==> src/hdl/i2cee_mod.sv <==
// Iterative restoring remainder unit, one dividend bit per cycle.
`default_nettype none

module i2cee_mod #(
  parameter int XW = 16,
  parameter int MW = 13
) (
  input  wire logic          clk,
  input  wire logic          rst,
  input  wire logic          start,
  input  wire logic [XW-1:0] x,
  input  wire logic [MW-1:0] m,
  output logic               done,
  output logic      [MW-1:0] rem
);

  localparam int CNTW = $clog2(XW);

  logic            run;
  logic [CNTW-1:0] cnt;
  logic [XW-1:0]   x_sh;
  logic [MW:0]     trial;
  logic [MW:0]     diff;

  assign trial = {rem, x_sh[XW-1]};
  assign diff  = trial - {1'b0, m};

  always_ff @(posedge clk) begin
    if (rst) begin
      run  <= 1'b0;
      done <= 1'b0;
      cnt  <= '0;
    end else begin
      done <= 1'b0;
      if (start) begin
        run <= 1'b1;
        cnt <= '0;
      end else if (run) begin
        cnt <= cnt + CNTW'(1);
        if (cnt == CNTW'(XW - 1)) begin
          run  <= 1'b0;
          done <= 1'b1;
        end
      end
    end
  end

  always_ff @(posedge clk) begin
    if (start) begin
      x_sh <= x;
      rem  <= '0;
    end else if (run) begin
      x_sh <= {x_sh[XW-2:0], 1'b0};
      // partial remainder stays below m, so the difference fits MW bits
      rem  <= (trial >= {1'b0, m}) ? diff[MW-1:0] : trial[MW-1:0];
    end
  end

endmodule

`default_nettype wire

==> config.mk <==
export PLATFORM = sky130hd
export DESIGN_NAME = i2cee_mod
export DESIGN_NICKNAME = d
export VERILOG_FILES = /design/src/hdl/i2cee_mod.sv
export SDC_FILE = /design/constraint.sdc
export NUM_CORES = 1
export LEC_CHECK = 0
export ABC_AREA = 0
export BUFFER_PORTS_ARGS = -buffer_cell sky130_fd_sc_hd__buf_4
export CORE_ASPECT_RATIO = 1.5
export CORE_UTILIZATION = 42
export CTS_BUF_LIST = sky130_fd_sc_hd__clkbuf_2
export DETAILED_ROUTE_END_ITERATION = 8
export SLEW_MARGIN = 20
export SYNTH_ARGS = -nofsm -noshare
export SYNTH_HDL_FRONTEND = slang
export SYNTH_SLANG_ARGS = --single-unit
==> constraint.sdc <==
create_clock -name clk -period 3.7 [get_ports clk]
set_clock_uncertainty 0.2 [all_clocks]
set_input_delay 0.185 -clock clk [delete_from_list [all_inputs] [get_ports clk]]
set_output_delay 0.185 -clock clk [all_outputs]
set_load 0.1 [all_outputs]
After elaboration in Yosys (flattened, before gate mapping)
Cells that the tools add are included.
W data, S select, Z words.
Word-level totals
  word-level logic and storage cells: 20
  register bits after elaboration: 35
  output and inout bits: 14
  bits of input ports: 32
Operators by class
  bitwise operators: 1
  equality and inequality tests: 1
  $lt $le $gt $ge: 1
  add/subtract/negate cells: 2
  multiplexer cells: 7
  reduce and logical (&&, ||, !) cells: 3
Operators by type and width (number)
  $mux W16: 2
  $ge A14 B13 Y1: 1
  $mux W13: 1
  $sub A13 B13 Y13: 1
  $add A4 B1 Y4 const B: 1
  $eq A4 B4 Y1 const B: 1
  $mux W1: 4
  $reduce_or A3 Y1: 1
  $reduce_bool A2 Y1: 1
  $reduce_or A2 Y1: 1
  $not A1 Y1: 1

Logic depth before layout (Yosys ltp)
  word-level depth: 4
  depth in mapped cells: 10
  gate-level depth less buffers: 9

Worst setup path before layout
OpenSTA, ideal clock, no wires.
  kind: register -> register
  start point: reg rem[0]
  end point: reg rem[10]
  path buffers: 1
  stages on the path, launching flop included: 10
  slack: 442 ps
  arrival: 2936 ps
  library setup time: 122 ps
  required time: 3378 ps
  period minus slack after synthesis: 3258 ps
  cell sequence: dfxtp_1 > inv_1 > fa_1 > nand2b_1 > a21oi_1 > o31a_1 > o31a_1 > clkbuf_1 > o221ai_1 > o311a_1
Between the ends
  longest elaborated chain between the ends: 2
  elaborated cells between the ends (all ways): 3
  those cells by class: add/sub (1); order compare (1); mux (1)
Ends and longest elaborated chain
  start, declared: RTL line 14  | output logic [MW-1:0] rem
  start signal, assigned: RTL line 55  | rem <= (trial >= {1'b0, m}) ? diff[MW-1:0] : trial[MW-1:0];
  $sub A13 B13 Y13 / $ge A14 B13 Y1 (equally long branches): RTL line 26, 55
  $mux W13 (*): RTL line 55
Mark *: on every way between the ends. The rest lies on a longest branch, timed or not.
A chain may end at the register's enable or synchronous reset.

Final worst setup path
  start point: in m[0]
  end point: reg rem[9]
Between the ends
  longest elaborated chain between the ends: 2
  elaborated cells between the ends (all ways): 3
  those cells by class: add/sub (1); order compare (1); mux (1)
Ends and longest elaborated chain
  start, declared: RTL line 12  | input wire logic [MW-1:0] m,
  $sub A13 B13 Y13 / $ge A14 B13 Y1 (equally long branches): RTL line 26, 55
  $mux W13 (*): RTL line 55
Marks and branches as above.

==> impl_results.md <==
* Standard-cell row count at 32
* Post-CTS Repair Setup Buffers at 0
* Critical Path Start: m[0]
* Via Count at just over 2k
* RSZ-0062 raised after global routing: false
* Critical path arrival at roughly 3100 ps
* WS Path Type: input port to flop
* Clock tree buffer depth at 2
* Post-layout min period at between 3000 and 4000 ps
* Part of the cycle the worst path needs at 0.8121
* Final TNS setup at 0 ps
* Multi-input gate area at around 1300 um^2
* # fillers at around 490
* Final Hold Violating Endpoints at 0
* Sink Count at 35
* Largest net degree at the start of global routing at 31
* Ys async rst share at 0
* Setup Viol. Count Final at 0
* Setup slack, reg-to-reg at 750 ps
* Crit path to: rem[9]
* Syn_area_per_cell at between 9 and 10 um^2
* Number of synthesized register bits at 35
* N_diodes at 0
* CP max FO at 11
* Vias per cell at 5.589
* All-Layer GR Usage at 0.2157
* Slew Viols, Final at 0
* Final WL at around 5500 um
* Startpoint types: input port
* Skew-Pair Late Insertion Delay at between 300 and 400 ps
* Vias in the first global route at just over 2k
* Total clock buffers created by CTS at 5
* Initial core utilization at 0.4351
* Wire length per cell at between 10 and 15 um
* Least-Margin Pin Slew at around 600 ps
* Starting DRT DRC Count at 82
* Tightest Hold Check Type: input port to flop
* Die area at 5653 um^2
* Nets at between 300 and 400
* Share of layout cells above drive strength 1 at 0.2434
* Slew Limit Headroom at 0.6010
* RD Place Congestion at around 0.8
* Buffers on Ports at between 40 and 50
* FF/Latch Area at 860.8 um^2
* Pleak at 1.250 nW
* ANT nets after route at 0
* Crit end category: flop
* Cell count of the worst reg-to-reg path at 9
* Synth unique cells at 46
* Register area share after synthesis at 0.3831
* Die width at roughly 60 um
* Peak VDD IR at 0.2483 mV
* Status: completed
* Non-filler instance count after layout at approximately 370
* Post-DP Area at around 2600 um^2
* Design area at around 2900 um^2
* Post-Place Setup Slack at 844.2 ps
* Post-synth EDFFs at 16
* Total gr overflow at 0
* Initial antenna violation count at 0
* Drt pass-1 iters at 4
* Placed Cells at around 350
* Fmax at 332.8 MHz
* H-tree Lvls at 2
* Post-CTS sizing at 0
* First-pass GRT wire length at 9163 um
* Synth Instances at approximately 240
* Final routed DRC violation total at 0
* PD cells at between 300 and 400 nW/um^2
* Worst path required time at 3810 ps
* Synth warnings at 0
* Number of max-cap violations at 0
* Setup WS post-layout at slightly below 700 ps
* Hpwl dp at about 4000 um
* P&R area growth vs syn at 27.45%
* Worst-path clk slew at 160 ps
* Root Driver: clkbuf_2
* CTS tree: done
* Net Count, Synth at around 290
* Reg-to-Reg Start: x_sh[15]
* End of the worst register-to-register path: rem[9]
* Netlist Area Pre-Place at around 2200 um^2
* DIE HEIGHT at slightly above 90 um
* Primary FF master, synth: dfxtp_1
* Core area at 5165 um^2
* IO Count at 46
==> routing by layer <==
| layer | track usage | part of all wire | vias up | wire [um] |
|---|---|---|---|---|
| met3 | 0.03846 | 0.035 | 11 | 192 |
| met5 | 0 | 0 | - | 0 |
| met4 | 0.09259 | 0.026 | 0 | 144 |
| met2 | 0.3692 | 0.53 | 56 | 2929 |
| met1 | 0.2511 | 0.40 | 992 | 2218 |
| li1 | - | - | 1020 | - |
==> worst max-delay path, stage by stage <==
cell	delay (ps)
dlygate4sd3_1	530
buf_4	130
ha_1	210
fa_1	400
nand2b_1	200
a21oi_1	250
o31a_1	200
o31a_1	330
or2_1	440
a31o_2	230
==> cell usage after synthesis, drive strengths merged (2+ instances only) <==
cell type	number	area, um^2
clkbuf	10	37.54
xnor2	4	35.03
mux2i	2	20.02
nand4	4	25.02
dfxtp	19	380.4
a21oi	11	55.05
and3	3	18.77
o211ai	8	60.06
nor4	3	18.77
o21bai	2	15.01
o311a	7	70.07
xor2	4	35.03
o21ai	6	30.03
nand2b	3	18.77
a211oi	3	22.52
or2	2	12.51
o221ai	3	26.28
o21a	4	30.03
inv	18	67.56
nand2	13	48.80
and2	2	12.51
nand3	4	20.02
nor3	9	45.04
o31a	3	26.28
ha	14	175.2
nor2	30	115.1
o31ai	2	15.01
a21o	3	22.52
edfxtp	16	480.5
mux2	15	168.9
==> through the flow <==
| step | power, mW | utilization | hold slack [ps] |
|---|---|---|---|
| after floorplan | 0.7539 | - | 57.38 |
| after global placement | 0.8512 | 0.5119 | 155.3 |
| after detailed placement | 0.8522 | 0.5119 | 155.6 |
| after CTS | 1.049 | 0.5545 | 54.09 |
| after global routing | 1.106 | 0.5545 | 74.25 |
| final | 1.035 | 0.5545 | 85.61 |
==> logic make-up (layout without fill, tap and decap cells) <==
| family | count (synthesis) | in the layout | synth area share |
|---|---|---|---|
| buffers and inverters | 29 | 92 | 0.05178 |
| multiplexers | 17 | 17 | 0.08408 |
| adder cells (fa/ha/maj) | 15 | 15 | 0.08686 |
| flip-flops | 35 | 35 | 0.3831 |
| AND/OR/NAND/NOR | 76 | 76 | 0.1592 |
| XOR/XNOR | 8 | 8 | 0.03118 |
| AO/OA/AOI/OAI | 61 | 61 | 0.2038 |
==> what timing repair did <==
item	in CTS	in global routing
endpoints found under the setup margin	0	0
endpoints found under the hold margin	23	0
hold buffers	18	0
==> final cells by class <==
class	count	share of cell area
Sequential cell	35	0.3006
Inverter	18	0.02359
Clock buffer	8	0.01398
Tap cell	68	0.02971
Timing Repair Buffer	66	0.1887
Multi-Input combinational cell	177	0.4434
==> state kept, by name, summed over array words and instances, names as in the netlist <==
register,cells
rem,13
done,1
run,1
x_sh,16
cnt,4
==> worst min-delay path by stage <==
stage	start	cells after the start	to	slack, ps
2_1_floorplan	rst	1	run	60
3_3_place_gp	rst	2	run	160
3_5_place_dp	rst	2	run	160
4_1_cts	start	3	run	50
5_1_grt	start	2	rem[6]	70
6_report	start	3	run	90
==> report_power, final <==
group	switching [mW]	total, mW	internal [mW]
clock	0.119	0.175	0.0559
combinational	0.246	0.394	0.149
sequential	0.0234	0.465	0.442
total	0.388	1.03	0.647
==> placed cells by master, fill, tap and decap left out, types with 2 or more instances in the layout <==
cell / n
a211oi_1: 3
a21o_1: 3
a21oi_1: 11
and2_1: 2
and3_1: 3
buf_4: 48
clkbuf_2: 8
dfxtp_1: 19
dlygate4sd3_1: 18
edfxtp_1: 16
ha_1: 14
inv_1: 18
mux2_2: 15
mux2i_1: 2
nand2_1: 13
nand2b_1: 3
nand3_1: 4
nand4_1: 4
nor2_1: 29
nor3_1: 9
nor4_1: 3
o211ai_1: 8
o21a_1: 4
o21ai_0: 4
o21ai_1: 2
o21bai_1: 2
o221ai_1: 3
o311a_1: 7
o31a_1: 3
o31ai_1: 2
or2_1: 2
xnor2_1: 4
xor2_1: 4
Note: power is estimated with default switching activity, not from simulation.
