**config.mk**
```make
export PLATFORM = sky130hd
export DESIGN_NAME = i2cee_ram
export DESIGN_NICKNAME = d
export VERILOG_FILES = /design/src/hdl/i2cee_ram.sv
export SDC_FILE = /design/constraint.sdc
export NUM_CORES = 1
export LEC_CHECK = 0
export BUFFER_PORTS_ARGS = -buffer_cell sky130_fd_sc_hd__buf_4
export CELL_PAD_IN_SITES_DETAIL_PLACEMENT = 1
export CELL_PAD_IN_SITES_GLOBAL_PLACEMENT = 1
export CORE_ASPECT_RATIO = 0.6
export CORE_MARGIN = 5
export CORE_UTILIZATION = 50
export CTS_CLUSTER_DIAMETER = 100
export DETAILED_ROUTE_END_ITERATION = 8
export GPL_ROUTABILITY_DRIVEN = 1
export GPL_TIMING_DRIVEN = 0
export PLACE_DENSITY_LB_ADDON = 0.15
export SYNTH_ARGS = -nofsm -noshare
export SYNTH_HDL_FRONTEND = slang
export SYNTH_SLANG_ARGS = --single-unit
```
**constraint.sdc**
```tcl
create_clock -name clk -period 2.6 [get_ports clk]
set_clock_uncertainty 0.1 [all_clocks]
set_input_delay 0.52 -clock clk [delete_from_list [all_inputs] [get_ports clk]]
set_output_delay 0.52 -clock clk [all_outputs]
set_load 0.005 [all_outputs]
```
**src/hdl/i2cee_ram.sv**
```systemverilog
// Generic single-write, single-read RAM with registered read data.
`default_nettype none

module i2cee_ram #(
  parameter int WIDTH = 8,
  parameter int DEPTH = 64
) (
  input  wire logic                                      clk,
  input  wire logic                                      we,
  input  wire logic [((DEPTH > 1) ? $clog2(DEPTH) : 1)-1:0] waddr,
  input  wire logic [WIDTH-1:0]                          wdata,
  input  wire logic [((DEPTH > 1) ? $clog2(DEPTH) : 1)-1:0] raddr,
  output logic      [WIDTH-1:0]                          rdata
);

  logic [WIDTH-1:0] mem [DEPTH];

  always_ff @(posedge clk) begin
    if (we) begin
      mem[waddr] <= wdata;
    end
    rdata <= mem[raddr];
  end

endmodule

`default_nettype wire

```
=== Yosys cells after proc, flatten, opt, wreduce, memory -nomap -nowiden ===
Memory sizes are Yosys's and may differ from the RTL's. A register that Yosys moved wholly into a read port is not among the register bits.
Cells that the tools add are included.
W data, S select, Z words.

* Register bits after elaboration: 0
* Latch bits: 0
* Bits in writable memories: 512
* Bits in read-only memories: 0
* Output and inout bits: 8
* Word-level logic and storage cells: 3
* Memories kept: 1

{| class="wikitable"
|+ Memory list
! name !! words !! bits a word !! rd ports !! clocked after Yosys merged registers in !! wr ports !! RTL line !! RTL
|-
| mem || 64 || 8 || 1 || 1 || 1 || 16 || <nowiki>logic [WIDTH-1:0] mem [DEPTH];</nowiki>
|}

* Add/subtract/negate cells: 0
* Multiply operators: 0
* Div/mod/pow operators: 0
* Magnitude comparators: 0
* Equal/unequal tests: 0
* Shifts and indexed selects: 0
* Multiplexer cells: 2
* Bitwise gates (word level): 0
* Reduce and logical (&&, ||, !) cells: 0

{| class="wikitable"
|+ Operators with widths
! operator !! number
|-
| $mux W1 || 2
|}

=== Longest topological paths before layout ===
Gate-level depths: netlist of run 1.

* Word-level depth: 2
* Gate-level depth with buffers: 9
* Gate-level depth less buffers: 5

=== Least setup slack after synthesis of run 1 ===
Ideal clock, no wire load.

* Kind: input -> register
* Start point: input port raddr[1] in the netlist's numbering
* End point: register rdata[3] (read register of mem)
* Library setup time: 0.128 ns
* Data arrival time: 2.060 ns
* Data required time: 2.372 ns
* Setup slack: 0.312 ns
* Cell stages on the path: 7
* Buffers on the path: 3
* Path through: buf_4 buf_2 buf_2 mux4_2 mux4_2 o21ai_1 o41ai_1

{| class="wikitable"
|+ RTL lines
! element !! RTL line !! RTL
|-
| from (decl) || 12 || <nowiki>input wire logic [((DEPTH > 1) ? $clog2(DEPTH) : 1)-1:0] raddr,</nowiki>
|-
| to (decl) || 13 || <nowiki>output logic [WIDTH-1:0] rdata</nowiki>
|}

==> results of run 1 <==
==> per-layer routing <==
layer	part of all wire, %	vias up	GRT usage [%]
li1	-	4058	-
met1	46	5380	35.9
met2	42	420	34.1
met3	9.3	82	6.99
met4	2.1	0	5.45
met5	0	-	0
==> flip-flops by register name, indices dropped and copies added (netlist names) <==
| name | cells |
|---|---|
| mem | 512 |
| rdata | 8 |
==> cell usage in the layout, fill, tap and decap left out, types with 4 or more instances in the layout <==
master,instances
o221ai_1,5
buf_2,8
o22ai_1,8
buf_4,34
clkbuf_16,49
nand2b_1,7
clkinv_2,5
a211oi_1,4
mux2i_1,23
edfxtp_1,512
buf_6,5
dfxtp_1,8
clkinv_1,10
nand2_1,19
mux4_2,126
nor2_1,83
clkbuf_1,34
nor3_1,7
nand3_1,12
nor2b_1,14
mux2_2,13
a221oi_1,4
==> repair_timing <==
| item | in CTS | in global routing |
|---|---|---|
| endpoints found under the setup margin | 7 | 7 |
| hold buffers | 0 | 0 |
| pin swaps | 0 | 1 |
| buffers inserted | 0 | 0 |
| resized for setup | 9 | 8 |
| cloned | 0 | 0 |
==> worst paths after layout <==
path                                 start  endpoint  slack, ps
worst max register to register   mem[1][5]  rdata[5]        130
worst max-delay path              raddr[3]  rdata[2]         30
worst min register to register  mem[34][0]  rdata[0]        750
worst min-delay path              raddr[5]  rdata[3]        260
==> power by group through the flow <==
stage	sequential [W]	combinational [W]	clock [W]
5_1_grt	0.00930	0.00102	0.00705
4_1_cts	0.00930	0.000959	0.00664
6_report	0.00930	0.000965	0.00652
3_5_place_dp	0.00948	0.000949	0
3_3_place_gp	0.00948	0.000930	0
2_1_floorplan	0.00947	0.000494	0
==> worst max-delay path, stage by stage <==
cell       delay, ps
buf_2            330
clkbuf_1         560
clkbuf_1         590
a221oi_1         120
a221oi_1         600
o2bb2ai_1        150
==> final cells by class <==
cell class	instances	share of cell area (%)
flip-flops and latches	520	69.2
multi-input cells	369	19.5
clock buffers	68	5.78
well taps	531	2.96
plain buffers	49	1.46
repair buffers	21	0.702
clock inverters	17	0.446
==> logic make-up (layout without fill, tap and decap cells) <==
kind of cell    Yosys count  in the layout
simple gates            153            153
compound gates           54             54
mux                     162            162
flops                   520            520
buf+inv                  51            155
==> per-stage QoR <==
step | setup TNS, ps | instance area (µm²) | utilization, % | cells | setup WS (ps)
after global placement | -62640 | 21000 | 52.3 | 1492 | -850
after global routing | -11.1 | 22500 | 55.9 | 1575 | -11.1
after CTS | 0 | 22400 | 55.9 | 1576 | 57.5
final | 0 | 22500 | 55.9 | 1575 | 29.3
after detailed placement | -96380 | 21000 | 52.3 | 1492 | -912
after floorplan | 0 | 20200 | - | 940 | 312
==> results.cfg, run 1 <==
[floorplanning]
dieWidth_um = 269
design.core.area_um2 = 40200
die_area_um2 = 44600
initial_core_util_pct = 50.2
io_pins = 30
fp.dieH_um = 166
rows = 57

[clock_tree]
clockBufferDepth = 3
cts_max_level = 2
cts_tree = yes
worstSkewPairLatency_ps = 570
cts_root_buf = clkbuf_16
clk_pin_slew_ps = 70
numCtsBuffers = 49
cts.sinks = 520

[routing]
drt_iter0_drc = 1221
vias = 9940
ant_nets = 0
wl_per_cell_um = 32.9
routed_wl_mm = 51.8
drc = 0
via_per_inst = 6.31
dr.pass1.iters = 7

[timing]
slew_headroom_pct = 19.2
worstMarginPinSlew_ps = 1200
finalMaxSlewViolations = 0
fmax_ghz = 0.389
post-route-period-util_pct = 98.9
final-setup-viol-count = 0
rsz0062_at_grt = yes
fin_hold_ws_ps = 259
hold_viol = 0
period_minus_slack_ps = 2570

[setup_path]
reg2reg_depth = 4
worstPathRequired_ps = 2930
path_class = primary input to register
cp.arrival_ps = 2900
crit_path_start_kind = primary input
critPathCaptureType = register
cp_max_fo = 10

[synthesis]
synth_top_family_by_area = multiplexers
syn_area_um2 = 20200
synthDistinctLibCells = 40
ys_seq_elements = 520
yosys.area.top_type_share_pct = 76.2
yosysSeqAreaShare_pct = 77.0
syn_inst = 940
synth_edf_count = 512
synth-compound-area-share_pct = 2.07
ys_warn_count = 0
muxShareOfSynthArea_pct = 15.9
synth_fa_ha_area_share_pct = 0
async_flop_share_pct = 0
synth_top_cell_by_area = edfxtp_1
synth_most_common_cell = edfxtp_1
synth.top_cells.by_area = edfxtp_1, mux4_2, nor2_1
ys_top_cells_by_count = edfxtp_1, mux4_2, nor2_1
ys.flop_type = edfxtp_1
syn-num-nets = 962
synth.avg_cell_area_um2 = 21.5
synthSimpleGateAreaFrac_pct = 3.39
synth_xor_area_share_pct = 0

[final_layout]
nFillCells = 3422
multi_input_area_um2 = 4380
drive_gt1_share_pct = 24.7
nNetsFinal = 1032
antenna_cells = 0
areaGrowthSynthToFinish_pct = 11.4
ff_latch_area_um2 = 15500

[placement]
io_buffers = 21
gp_congestion = 0.850
hpwl_mm = 33.6

[power]
p_seq_share_pct = 55.4
p_per_area_nw_per_um2 = 747
p_int_w = 0.0132
ir_worst_vdd_uv = 572
power_w = 0.0168
clockPowerShare_pct = 38.8
switchingPower_w = 0.00360
switching_share_pct = 21.4
pwr-share-comb_pct = 5.7
leakage_nw = 6.93

[worst_hold_path]
hold_class = primary input to register
hold_path_depth = 2

[job]
cap_viol_max_count = 0

[global_routing]
grt_max_degree = 65
track_usage_pct = 23.6
grt_pass1_vias = 10100
grt_antenna_before_repair = 0
grt_first_pass_wirelength_mm = 74.4
overflow = 0

[outcome]
outcome = finished clean
No activity file was read; power rests on OpenSTA's default activity.
==> run 2: changes to the inputs <==
Settings changed: BUFFER_PORTS_ARGS -buffer_cell sky130_fd_sc_hd__buf_4 to not set, DONT_BUFFER_PORTS set to 1.
==> run 2 against run 1 <==
  * Fmax decreased by 0.65%
  * Combinational power about the same
  * Register-to-register slack improved by 110 ps
  * Global-route usage grew 0.097 points
  * Design area is 1.4% higher
  * Critical endpoint is now rdata[4]
  * Highest routed layer unchanged
  * Die area is the same
  * Flip-flop and latch count is the same
==> results.cfg, run 2 (same netlist as run 1, synthesis figures left out) <==
[routing]
drt_iter0_drc = 1322
via_per_inst = 6.32
wl_per_cell_um = 33.1
vias = 9933
ant_nets = 0
routed_wl_mm = 52.1
drc = 0
dr.pass1.iters = 5

[final_layout]
drive_gt1_share_pct = 25.6
ff_latch_area_um2 = 15500
largest_reg_flops = 512
final_cell_mix = edfxtp_1, mux4_2, nor2_1, clkbuf_16, mux2i_1
nFillCells = 3388
reg_top3 = mem (512), rdata (8)
top_register = mem
nNetsFinal = 1025
areaGrowthSynthToFinish_pct = 12.9
post-route-util_pct = 56.7
final_common_cell = edfxtp_1
multi_input_area_um2 = 4390

[timing]
rsz0062_at_grt = no
worstMarginPinSlew_ps = 1210
post-route-period-util_pct = 99.5
hold_viol = 0
slew_headroom_pct = 19.0
final-setup-viol-count = 0
finalMaxSlewViolations = 0
period_minus_slack_ps = 2590
final.setup.tns_ps = 0
fmax_ghz = 0.386

[setup_path]
critPathMaxStageDelay_ps = 530
cp_max_fo = 10
crit_chain = buf_4, buf_2, buf_4, buf_2, nor2_1, nor4_1, nor3_1, o32ai_1
cp_slowest_cell = o32ai_1
critPathCaptureType = register
path_class = primary input to register
cp.arrival_ps = 2870
crit_path_start_kind = primary input
worstPathRequired_ps = 2890

[global_routing]
overflow = 0
grt_pass1_vias = 10100
grt_antenna_before_repair = 2
grt_first_pass_wirelength_mm = 74.6
track_usage_pct = 23.7
grt_max_degree = 65

[power]
p_per_area_nw_per_um2 = 766
clockPowerShare_pct = 41.2
pwr-share-comb_pct = 5.5
switchingPower_w = 0.00369
p_seq_share_pct = 53.3
ir_worst_vdd_uv = 490
switching_share_pct = 21.2
p_int_w = 0.0138
leakage_nw = 7.04

[clock_tree]
clk_pin_slew_ps = 60
cts_max_level = 2
worstSkewPairLatency_ps = 560
numCtsBuffers = 47
cts_root_buf = clkbuf_16
cts_tree = yes
clockBufferDepth = 3
cts.sinks = 520

[floorplanning]
design.core.area_um2 = 40200
initial_core_util_pct = 50.2
io_pins = 30
rows = 57
die_area_um2 = 44600
fp.dieH_um = 166
dieWidth_um = 269

[placement]
hpwl_mm = 33.5
io_buffers = 0
gp_congestion = 0.875

[worst_hold_path]
hold_class = primary input to register

[job]
cap_viol_max_count = 0

[outcome]
outcome = finished clean
==> run 2: cell types whose count changed in the layout (fill, tap and decap cells not counted), moves of 3 or more <==
cell,previous run,this run
buf_16,0,7
buf_2,8,11
buf_4,34,16
bufinv_16,1,8
clkbuf_1,34,21
clkinvlp_4,1,6
==> run 2: path summary, 6_finish.rpt <==
check / startpoint / endpoint / slack (ps) / depth (start not counted)
max: raddr[1] / rdata[4] / 10 / 8
min: raddr[5] / rdata[7] / 130 / 3
max reg2reg: mem[3][3] / rdata[3] / 240 / 4
min reg2reg: mem[4][7] / rdata[7] / 840 / 4
==> run 2: routing by layer <==
metal	wire length, µm	track usage (%)	vias to the layer above
met5	0	0	-
li1	-	-	4072
met2	21900	33.8	471
met4	1040	4.82	0
met3	4860	5.44	71
met1	24400	37.9	5319
==> run 2: power by group through the flow <==
stage	Combinational (W)	Clock (W)	Sequential, W
final	0.000965	0.00718	0.00929
after global routing	0.00101	0.00770	0.00929
after CTS	0.000954	0.00728	0.00929
after detailed placement	0.000761	0	0.00948
after global placement	0.000755	0	0.00947
after floorplan	0.000494	0	0.00947
==> run 2: cell type report <==
cell class              count  area share, %
diodes                      1         0.0110
repair buffers             14           1.21
well taps                 531           2.92
plain buffers              51           1.45
clock buffers              54           5.28
flip-flops and latches    520           68.2
multi-input cells         369           19.3
clock inverters            32           1.61
==> run 2: what timing repair did <==
item | CTS | global route
buffers inserted | 0 | 3
endpoints found under the hold margin | 478 | 2
hold buffers | 10 | 1
setup endpoints to repair | 5 | 7
resized for setup | 9 | 12
==> run 2: through the flow <==
step / total power (W) / setup WS, ps / cell area, µm² / hold slack, ps / instances
floorplan: 0.00997 / 312 / 20200 / 519 / 940
global placement: 0.0102 / -851 / 20800 / 525 / 1471
detailed placement: 0.0102 / -907 / 20800 / 524 / 1471
CTS: 0.0175 / 0.255 / 22700 / 1.31 / 1567
global route: 0.0180 / 12.7 / 22800 / 133 / 1572
finish: 0.0174 / 12.6 / 22800 / 129 / 1572
==> run 2: worst max-delay path: cells and delay by family <==
family	cells	cell delay, ps
buf+inv	4	1220
simple gates	3	580
compound gates	1	530
